<file path="src/sv/rotary_encoder_full_step_decoder_assert.svh">
// Assertion macros shared by the rotary encoder decoder RTL.
`ifndef ROTARY_ENCODER_FULL_STEP_DECODER_ASSERT_SVH
`define ROTARY_ENCODER_FULL_STEP_DECODER_ASSERT_SVH

`ifndef SYNTHESIS

// Property checked only outside reset.
`define RED_ASSERT(label, clk, rst, prop, msg) \
   label: assert property (@(posedge clk) disable iff (rst) prop) else $error(msg);

// Property checked on every edge, reset included.
`define RED_ASSERT_ALWAYS(label, clk, prop, msg) \
   label: assert property (@(posedge clk) prop) else $error(msg);

`else

`define RED_ASSERT(label, clk, rst, prop, msg)
`define RED_ASSERT_ALWAYS(label, clk, prop, msg)

`endif

`endif

</file>
<file path="src/sv/red_pkg.sv">
// Types, constants and the full-step state table of the rotary encoder decoder.
package red_pkg;

   // Number of encoders sharing the sample stream
   localparam int NUM_ENCODERS = 4;
   localparam int IDX_W        = 2;
   localparam int TIME_W       = 32;
   localparam int DEBOUNCE_W   = 16;
   localparam logic [DEBOUNCE_W-1:0] DEBOUNCE_RESET = 16'd20;

   // Request and response tdata widths (padded to whole bytes)
   localparam int REQ_FIELDS_W = IDX_W + 3 + TIME_W;
   localparam int REQ_DATA_W   = ((REQ_FIELDS_W + 7) / 8) * 8;
   localparam int RSP_DATA_W   = 8;

   // Full-step table states; code 7 is unreachable and acts as start
   typedef enum logic [2:0] {
      ST_START     = 3'd0,
      ST_CW_FINAL  = 3'd1,
      ST_CW_BEGIN  = 3'd2,
      ST_CW_NEXT   = 3'd3,
      ST_CCW_BEGIN = 3'd4,
      ST_CCW_FINAL = 3'd5,
      ST_CCW_NEXT  = 3'd6
   } quad_state_type;

   typedef enum logic [1:0] {
      ROT_NONE = 2'd0,
      ROT_CW   = 2'd1,
      ROT_CCW  = 2'd2
   } rotation_type;

   typedef enum logic [1:0] {
      SW_NONE    = 2'd0,
      SW_PRESS   = 2'd1,
      SW_RELEASE = 2'd2
   } switch_event_type;

   // One decoded request
   typedef struct packed {
      logic [TIME_W-1:0] now_ms;
      logic              switch_level;
      logic              phase_b;
      logic              phase_a;
      logic [IDX_W-1:0]  encoder_index;
   } req_type;

   // Per-encoder state as carried between the state store and the step logic
   typedef struct packed {
      quad_state_type    quad;
      logic              level;
      logic [TIME_W-1:0] change_time;
   } enc_state_type;

   // Table lookup result
   typedef struct packed {
      quad_state_type next;
      rotation_type   dir;
   } step_type;

   // Full-step transition table, indexed by state and code A | B << 1
   function automatic step_type step_lookup(input quad_state_type st, input logic [1:0] code);
      step_type r;
      r.dir  = ROT_NONE;
      r.next = ST_START;
      unique case (st)
         ST_CW_FINAL: begin
            unique case (code)
               2'd0:    r.next = ST_CW_NEXT;
               2'd1:    r.next = ST_START;
               2'd2:    r.next = ST_CW_FINAL;
               default: begin
                  r.next = ST_START;
                  r.dir  = ROT_CW;
               end
            endcase
         end
         ST_CW_BEGIN: begin
            unique case (code)
               2'd0:    r.next = ST_CW_NEXT;
               2'd1:    r.next = ST_CW_BEGIN;
               default: r.next = ST_START;
            endcase
         end
         ST_CW_NEXT: begin
            unique case (code)
               2'd0:    r.next = ST_CW_NEXT;
               2'd1:    r.next = ST_CW_BEGIN;
               2'd2:    r.next = ST_CW_FINAL;
               default: r.next = ST_START;
            endcase
         end
         ST_CCW_BEGIN: begin
            unique case (code)
               2'd0:    r.next = ST_CCW_NEXT;
               2'd2:    r.next = ST_CCW_BEGIN;
               default: r.next = ST_START;
            endcase
         end
         ST_CCW_FINAL: begin
            unique case (code)
               2'd0:    r.next = ST_CCW_NEXT;
               2'd1:    r.next = ST_CCW_FINAL;
               2'd2:    r.next = ST_START;
               default: begin
                  r.next = ST_START;
                  r.dir  = ROT_CCW;
               end
            endcase
         end
         ST_CCW_NEXT: begin
            unique case (code)
               2'd0:    r.next = ST_CCW_NEXT;
               2'd1:    r.next = ST_CCW_FINAL;
               2'd2:    r.next = ST_CCW_BEGIN;
               default: r.next = ST_START;
            endcase
         end
         // start state and the unreachable code
         default: begin
            unique case (code)
               2'd1:    r.next = ST_CW_BEGIN;
               2'd2:    r.next = ST_CCW_BEGIN;
               default: r.next = ST_START;
            endcase
         end
      endcase
      return r;
   endfunction

endpackage

</file>
<file path="src/sv/red_step.sv">
// Step logic for one sample: table advance and switch debounce.
module red_step (
   input  red_pkg::req_type                    req,
   input  red_pkg::enc_state_type              cur,
   input  logic [red_pkg::DEBOUNCE_W-1:0]      debounce_interval_ms,
   output red_pkg::enc_state_type              nxt,
   output red_pkg::rotation_type               rotation,
   output red_pkg::switch_event_type           switch_event
);

   red_pkg::step_type         step;
   logic [red_pkg::TIME_W-1:0] elapsed;
   logic                      sw_change;

   // Quadrature table advance
   always_comb begin
      step = red_pkg::step_lookup(cur.quad, {req.phase_b, req.phase_a});
   end

   // Debounce: level differs and wrapped elapsed time exceeds the interval
   assign elapsed   = req.now_ms - cur.change_time;
   assign sw_change = (req.switch_level != cur.level) &&
                      (elapsed > {{(red_pkg::TIME_W - red_pkg::DEBOUNCE_W){1'b0}},
                                  debounce_interval_ms});

   // Next state and events
   always_comb begin
      nxt.quad        = step.next;
      nxt.level       = cur.level;
      nxt.change_time = cur.change_time;
      switch_event    = red_pkg::SW_NONE;
      if (sw_change) begin
         nxt.level       = req.switch_level;
         nxt.change_time = req.now_ms;
         switch_event    = req.switch_level ? red_pkg::SW_RELEASE : red_pkg::SW_PRESS;
      end
   end

   assign rotation = step.dir;

endmodule

</file>
<file path="src/sv/rotary_encoder_full_step_decoder.sv">
// Top level of the full-step rotary encoder decoder with switch debounce.
//
// Channels: requests enter on req_* (one pin sample for one encoder: index,
// phase A/B, switch level, millisecond time); one response per request leaves
// on rsp_* (encoder number, rotation event, switch event). csr_* writes the
// 16-bit debounce interval in ms; it is always ready; the user must write it only
// while idle, which the block itself does not enforce. A request passes the input
// register and then the response register before it is offered on rsp_*.
// Throughput: one request per cycle unless rsp_tready stalls. The per-encoder
// state is read and written in the same stage, so back-to-back samples of one
// encoder see each other's updates without any bubble.
// Reset: all encoders go to the start state, stored switch level released,
// last switch time 0, debounce interval 20 ms; both stages empty.
// Stall: when rsp_tready is low the response register holds; the input
// register keeps one more request and req_tready drops only when both are
// full, so no request is lost or repeated.
module rotary_encoder_full_step_decoder (
   input  logic                              clock,
   input  logic                              reset,
   // request: [1:0] encoder_index, [2] phase_a, [3] phase_b,
   // [4] switch_level, [36:5] now_ms, [39:37] zero
   input  logic                              req_tvalid,
   output logic                              req_tready,
   input  logic [red_pkg::REQ_DATA_W-1:0]    req_tdata,
   // response: [1:0] device_number, [3:2] rotation, [5:4] switch_event, [7:6] zero
   output logic                              rsp_tvalid,
   input  logic                              rsp_tready,
   output logic [red_pkg::RSP_DATA_W-1:0]    rsp_tdata,
   input  logic                              csr_valid,
   output logic                              csr_ready,
   input  logic [red_pkg::DEBOUNCE_W-1:0]    csr_data
);

   `include "rotary_encoder_full_step_decoder_assert.svh"

   logic [red_pkg::DEBOUNCE_W-1:0] interval_ff;

   logic                           s1_valid_ff;
   red_pkg::req_type               s1_req_ff;

   logic                           out_valid_ff;
   logic [red_pkg::IDX_W-1:0]      out_dev_ff;
   red_pkg::rotation_type          out_rot_ff;
   red_pkg::switch_event_type      out_sw_ff;

   red_pkg::quad_state_type        quad_ff  [red_pkg::NUM_ENCODERS];
   logic                           level_ff [red_pkg::NUM_ENCODERS];
   logic [red_pkg::TIME_W-1:0]     time_ff  [red_pkg::NUM_ENCODERS];

   red_pkg::enc_state_type         cur_state;
   red_pkg::enc_state_type         nxt_state;
   red_pkg::rotation_type          step_rot;
   red_pkg::switch_event_type      step_sw;
   logic                           idx_ok;
   logic                           advance;
   logic [red_pkg::IDX_W-1:0]      s1_idx;

   // Handshake: stage 1 moves on when the response register is free
   assign advance    = s1_valid_ff && (!out_valid_ff || rsp_tready);
   assign req_tready = !s1_valid_ff || advance;
   assign csr_ready  = 1'b1;

   // Configuration register
   always_ff @(posedge clock) begin
      if (reset) begin
         interval_ff <= red_pkg::DEBOUNCE_RESET;
      end else if (csr_valid && csr_ready) begin
         interval_ff <= csr_data;
      end
   end

   // Input register
   always_ff @(posedge clock) begin
      if (reset) begin
         s1_valid_ff <= 1'b0;
      end else if (req_tready) begin
         s1_valid_ff <= req_tvalid;
      end
   end

   always_ff @(posedge clock) begin
      if (req_tvalid && req_tready) begin
         s1_req_ff <= red_pkg::req_type'(req_tdata[red_pkg::REQ_FIELDS_W-1:0]);
      end
   end

   // Read the addressed encoder's state
   assign s1_idx = s1_req_ff.encoder_index;
   assign idx_ok = 32'(s1_idx) < red_pkg::NUM_ENCODERS;

   always_comb begin
      cur_state.quad        = quad_ff[s1_idx];
      cur_state.level       = level_ff[s1_idx];
      cur_state.change_time = time_ff[s1_idx];
   end

   red_step u_step (
      .req                  (s1_req_ff),
      .cur                  (cur_state),
      .debounce_interval_ms (interval_ff),
      .nxt                  (nxt_state),
      .rotation             (step_rot),
      .switch_event         (step_sw)
   );

   // Per-encoder state write-back
   always_ff @(posedge clock) begin
      if (reset) begin
         for (int k = 0; k < red_pkg::NUM_ENCODERS; k++) begin
            quad_ff[k]  <= red_pkg::ST_START;
            level_ff[k] <= 1'b1;
            time_ff[k]  <= '0;
         end
      end else if (advance && idx_ok) begin
         quad_ff[s1_idx]  <= nxt_state.quad;
         level_ff[s1_idx] <= nxt_state.level;
         time_ff[s1_idx]  <= nxt_state.change_time;
      end
   end

   // Response register
   always_ff @(posedge clock) begin
      if (reset) begin
         out_valid_ff <= 1'b0;
      end else if (advance) begin
         out_valid_ff <= 1'b1;
      end else if (rsp_tready) begin
         out_valid_ff <= 1'b0;
      end
   end

   always_ff @(posedge clock) begin
      if (advance) begin
         out_dev_ff <= s1_idx;
         out_rot_ff <= idx_ok ? step_rot : red_pkg::ROT_NONE;
         out_sw_ff  <= idx_ok ? step_sw  : red_pkg::SW_NONE;
      end
   end

   assign rsp_tvalid = out_valid_ff;
   assign rsp_tdata  = {2'b00, out_sw_ff, out_rot_ff, out_dev_ff};

   // Checks
   `RED_ASSERT_ALWAYS(a_reset_empty, clock,
      reset |=> (!rsp_tvalid && !s1_valid_ff), "pipeline not empty after reset")
   `RED_ASSERT(a_rot_code, clock, reset,
      rsp_tvalid |-> (rsp_tdata[3:2] != 2'd3), "invalid rotation code")
   `RED_ASSERT(a_sw_stored, clock, reset,
      (advance && idx_ok && (step_sw != red_pkg::SW_NONE)) |=>
      (level_ff[$past(s1_idx)] == $past(s1_req_ff.switch_level)),
      "switch level not stored with its event")
   `RED_ASSERT(a_rot_start, clock, reset,
      (advance && idx_ok && (step_rot != red_pkg::ROT_NONE)) |=>
      (quad_ff[$past(s1_idx)] == red_pkg::ST_START),
      "rotation reported without return to start")

endmodule
</file>
<file path="config.mk">
export PLATFORM = sky130hd
export DESIGN_NAME = rotary_encoder_full_step_decoder
export DESIGN_NICKNAME = d
export VERILOG_FILES = /design/src/sv/red_pkg.sv /design/src/sv/red_step.sv /design/src/sv/rotary_encoder_full_step_decoder.sv
export VERILOG_INCLUDE_DIRS = /design/src /design/src/sv
export SDC_FILE = /design/constraint.sdc
export NUM_CORES = 1
export LEC_CHECK = 0
export BUFFER_PORTS_ARGS = -buffer_cell sky130_fd_sc_hd__buf_4
export CAP_MARGIN = 0
export CORE_UTILIZATION = 30
export CTS_CLUSTER_DIAMETER = 40
export CTS_CLUSTER_SIZE = 24
export DETAILED_ROUTE_END_ITERATION = 12
export SLEW_MARGIN = 10
export SYNTH_ARGS = -nofsm -noshare
export SYNTH_HDL_FRONTEND = slang
export SYNTH_SLANG_ARGS = --single-unit
</file>
<file path="constraint.sdc">
create_clock -name clock -period 8.12 [get_ports clock]
set_input_delay 0 -clock clock [delete_from_list [all_inputs] [get_ports clock]]
set_output_delay 0 -clock clock [all_outputs]
set_load 0.01 [all_outputs]
</file>
=== Word-level counts from Yosys, hierarchy flattened ===
Memories as Yosys holds them, arrays and structs flattened. A register that Yosys moved wholly into a read port is not among the register bits.
Index checks and enable logic that the tools add are counted.

* Input port bits: 61
* Word-level logic and storage cells: 70
* Bits in registers: 61
* Memory bits (writable): 144
* Bits in latches: 0
* Output and inout bits: 11
* ROM bits: 0
* Memories kept: 3

* Equality and inequality tests: 9
* Bitwise gates (word level): 0
* Reductions and logical operators: 13
* Add/subtract/negate cells: 1
* Divide/modulo/power cells: 0
* $mul: 0
* Shift operators: 0
* Multiplexer cells: 32
* $lt $le $gt $ge: 1

{| class="wikitable"
|+ Memories
! memory !! depth !! width !! read ports !! clocked after Yosys merged registers in !! write ports !! RTL line !! RTL
|-
| time_ff || 4 || 32 || 1 || 1 || 4 || rotary_encoder_full_step_decoder.sv:48 || <nowiki>logic [red_pkg::TIME_W-1:0] time_ff [red_pkg::NUM_ENCODERS];</nowiki>
|-
| quad_ff || 4 || 3 || 1 || 1 || 4 || rotary_encoder_full_step_decoder.sv:46 || <nowiki>red_pkg::quad_state_type quad_ff [red_pkg::NUM_ENCODERS];</nowiki>
|-
| level_ff || 4 || 1 || 1 || 1 || 4 || rotary_encoder_full_step_decoder.sv:47 || <nowiki>logic level_ff [red_pkg::NUM_ENCODERS];</nowiki>
|}

{| class="wikitable"
|+ Operators with widths
! operator !! count
|-
| $mux W33 || 1
|-
| $gt A32 B16 Y1 || 1
|-
| $mux W32 || 1
|-
| $reduce_or A32 Y1 || 1
|-
| $sub A32 B32 Y32 || 1
|-
| $pmux W3 S2 || 3
|-
| $pmux W3 S6 || 1
|-
| $mux W2 || 8
|-
| $mux W1 || 12
|-
| $pmux W2 S2 || 3
|-
| $eq A3 B3 Y1 const B || 3
|-
| $pmux W3 S3 || 1
|-
| $eq A3 B2 Y1 const B || 2
|-
| $pmux W2 S3 || 1
|-
| $reduce_or A3 Y1 || 2
|-
| $eq A3 B1 Y1 const B || 1
|-
| $logic_and A1 B1 Y1 || 3
|-
| $mux W3 || 1
|-
| $eq A2 B1 Y1 const B || 1
|-
| $eq A2 B2 Y1 const B || 1
|-
| $logic_not A1 Y1 || 2
|-
| $logic_not A2 Y1 || 1
|-
| $logic_or A1 B1 Y1 || 2
|-
| $reduce_bool A2 Y1 || 1
|-
| 2 further kinds || 2
|}

=== Longest topological paths before layout ===
* Depth after elaboration: 8
* Depth in mapped cells: 28
* Mapped depth without buffers: 24

=== Cells and area by module ===
Synthesis repeated with hierarchy kept, for this count alone.

* Cells, all modules: 995
* Area total of the unflattened synthesis: 11902.7 µm²

{| class="wikitable"
|+ By module, submodules not included
! module !! sequential area each (µm²) !! cells each !! area an instance (µm²) !! times used
|-
| rotary_encoder_full_step_decoder || 5985.7 || 474 || 8329.2 || 1
|-
| red_step || 0.0 || 521 || 3573.4 || 1
|}

=== Least setup slack after synthesis ===
No wires, ideal clock.

* Path type: register to register
* From: register (tool-made name)
* To: memory time_ff[0][23] in the netlist's numbering, data pin
* Arrival: 5.633 ns
* Clock period less this slack: 5.802 ns
* Buffers on the path: 4
* Stages on the path, launching flop included: 28
* Slack: 2.318 ns
* Library setup time: 0.169 ns
* Data required time: 7.951 ns
* Cell sequence: dfxtp_1 > clkbuf_1 > buf_1 > mux2i_1 > nand2_1 > o21ai_0 > inv_1 > ha_1 > fa_1 > nand2b_1 > a21oi_1 > nor2_1 > o21ai_0 > a21o_1 > a21o_1 > a21oi_1 > xnor2_1 > ha_1 > nand4_1 > nor4_1 > a22oi_1 > a2111oi_0 > nand4_1 > nand4bb_1 > and2_4 > buf_6 > buf_6 > o31ai_1

{| class="wikitable"
|+ RTL lines
! element !! RTL line
|-
| end: declaration || rotary_encoder_full_step_decoder.sv:48
|}

==> out/results.txt <==
Outcome: completed
Setup Fix Bufs, Post-CTS: 0
Antenna violations before repair: 0
Max-cap check violation count: 0
Initial core utilization: 0.3075
Drt wl/cell: 19.21 um
Synth area leaders: edfxtp_1, o31ai_1, nand4_1
Synth top area share: 0.4471
Largest area contributor in the netlist: edfxtp_1
CP max stage cell: dfxtp_2
Final min period: 7146 ps
Full die area: 42010 um^2
Largest fanout on the critical path: 70
Final Hold Fails: 0
CTS root buf: clkbuf_16
Syn-to-layout area delta: 24.19%
Hold WS: 194.3 ps
Clock Skew: 28.31 ps
Cell Area, Synth: 12360 um^2
Switching Share: 0.2989
Starting DRC count in detailed routing: 844
Maximum vdd drop: 133.5 uV
Slew headroom: 0.2684
DP HPWL: 20640 um
Unrepaired setup endpoints after global routing: no
Sequential area share after synthesis: 0.4844
Critical Path AT: 7490 ps
Overflow left after global routing: 0
CTS buffer count: 37
HP Class: input pin to flip-flop
Warnings, synthesis: 0
Slowest stage delay, CP: 890 ps
Via count: 10340
Final net count: 1391
Max Freq: 0.1399 GHz
Die height: 205.0 um
Worst Path Buf+Inv: 3
H-tree depth: 2
Fillers: 3861
Sink Count: 207
Post-synth top flop: edfxtp_1
TritonCTS clock tree: yes
Pin count of the biggest net entering global routing: 71
NetSw: 1.031 mW
Drt drc: 0
PortBufs: 65
Layout cells sized above 1: 0.1614
Async SR Flop Fraction: 0
Type of the worst setup path: flip-flop to flip-flop
Gate power share: 0.201
Tcrit/Tclk final: 0.8801
Final antenna-violating net count: 0
Number of flops mapped to enable cells by yosys: 184
Worst-margin pin slew: 1095 ps
Req. time, crit path: 8460 ps
Clock power frac: 0.434
# setup viols final: 0
Synth Register Bits: 207
Endpoint class of the critical path: flip-flop
Static Leakage: 5.622 nW
Drt pass-1 iters: 5
Cells after synthesis: 1166
Pwr/cell area: 224.7 nW/um^2
Number of diodes: 0
Count of different cell masters after synthesis: 62
Core area: 40190 um^2
IO Pins: 72
Die Wd: 205.0 um
CP top delay family: compound AO/OA/AOI/OAI gates
Most common cell after layout, fill and taps aside: edfxtp_1
Clock slew at reported path FFs: 60 ps
Startpoint class of the critical path: flip-flop
Most frequent cells in the layout: edfxtp_1, nand4_1, o31ai_1, dlygate4sd3_1, nand2_1
Vias in the first global route: 10280
Placer Congestion: 0.8826
Total Wirelength: 35200 um
CTS max path bufs: 3
Register share of total power: 0.365
Via-per-instance ratio: 5.644
Int Power: 2.418 mW
Total negative slack: 0 ps
Syn_area_per_cell: 10.60 um^2
GRT Overall Usage: 0.1676
Global-route wire length before repair: 56050 um
Num rows: 73
Slew Viols, Final: 0
Clk Latency, worst-skew pair: 530 ps
-- power groups by stage --
stage / sequential [mW] / clock, mW / combinational (mW)
6_report: 1.26 / 1.50 / 0.692
5_1_grt: 1.26 / 1.57 / 0.766
4_1_cts: 1.26 / 1.52 / 0.684
3_5_place_dp: 1.28 / 0 / 0.642
3_3_place_gp: 1.28 / 0 / 0.634
2_1_floorplan: 1.26 / 0 / 0.485
-- per-stage QoR --
stage          std cells  utilization  worst slack [ps]  area, um^2  power [mW]
6_report            1832       0.3819             973.8       15350       3.449
5_1_grt             1832       0.3819             452.2       15350       3.601
4_1_cts             1832       0.3819              1087       15350       3.465
3_5_place_dp        1676       0.3296              1103       13250       1.920
3_3_place_gp        1676       0.3296              1257       13250       1.910
2_1_floorplan       1167            -              2318       12360       1.748
-- cell type report --
class,count,area (um^2),area share
flip-flops and latches,207,5991,0.3903
well taps,525,656.9,0.04280
repair buffers,175,1564,0.1019
multi-input cells,825,5808,0.3784
clock buffers,42,954.7,0.06220
inverters,34,127.6,0.008316
clock inverters,24,245.2,0.01598
-- worst reg2reg max path, cell delays in order (launching register included) --
cell,delay [ps]
dfxtp_2,890
nand2_1,100
o21ai_0,280
inv_1,110
ha_1,250
fa_1,420
nand2b_1,180
a21oi_1,320
nor2_1,130
o21ai_0,290
a21o_1,170
a21o_1,140
a21oi_1,90
xnor2_1,180
ha_1,340
nand4_1,160
nor4_1,390
a21oi_1,110
a22oi_1,320
a2111oi_0,120
nand4_1,160
nand4bb_4,160
buf_4,530
buf_4,730
nand4_1,270
o31ai_1,120
-- synth_stat cells (all sizes together), types with 3 or more instances --
cell type / number
dfxtp: 23
nand3: 10
nor3b: 4
nor2: 67
mux2i: 49
ha: 49
a21o: 13
xnor2: 7
and3: 4
a211o: 3
o21a: 4
nand2: 88
nand2b: 10
a32oi: 3
a31oi: 7
mux2: 33
o21ai: 64
o211ai: 10
o31ai: 130
inv: 34
or3: 6
clkbuf: 44
buf: 57
xor2: 12
and2: 3
nand4: 136
nor3: 14
a211oi: 7
edfxtp: 184
nor4: 5
mux4: 5
a21oi: 52
and4: 4
-- final timing paths --
kind                 start       endpoint  slack (ps)  depth (start not counted)
min          req_tdata[10]  s1_req_ff[10]         190                          2
max              flip-flop  time_ff[3][3]         970                         25
min reg2reg    level_ff[0]    level_ff[0]         500                          1
max reg2reg      flip-flop  time_ff[3][3]         970                         25
-- sequential cells by signal (all words and copies together), names as in the netlist, named ones only --
name and cells:
interval_ff 16, s1_idx 2, time_ff 128, quad_ff 12, rsp_tvalid 1, out_dev_ff 2, s1_req_ff 35, out_rot_ff 2
out_sw_ff 2, level_ff 4, s1_valid_ff 1
-- layer usage --
layer | track usage | routed length [um]
met5 | 0 | 0
met4 | 0.05608 | 804
met3 | 0.02434 | 1985
met2 | 0.2700 | 16370
met1 | 0.2292 | 16040
-- kinds of logic after synthesis --
kind of cell    count (synthesis)  synth area share
mux                            87           0.07887
other cells                     2         0.0006077
xor+xnor                       19           0.01347
compound gates                306            0.1680
flops                         207            0.4844
simple gates                  360            0.1516
fa+ha+maj                      50           0.05123
buf+inv                       135           0.05194
-- what timing repair did --
item                      in CTS  in global routing
hold endpoints to repair      57                  0
resized for setup              0                  0
hold buffers                  90                  0
(Power assumes the default switching activity.)
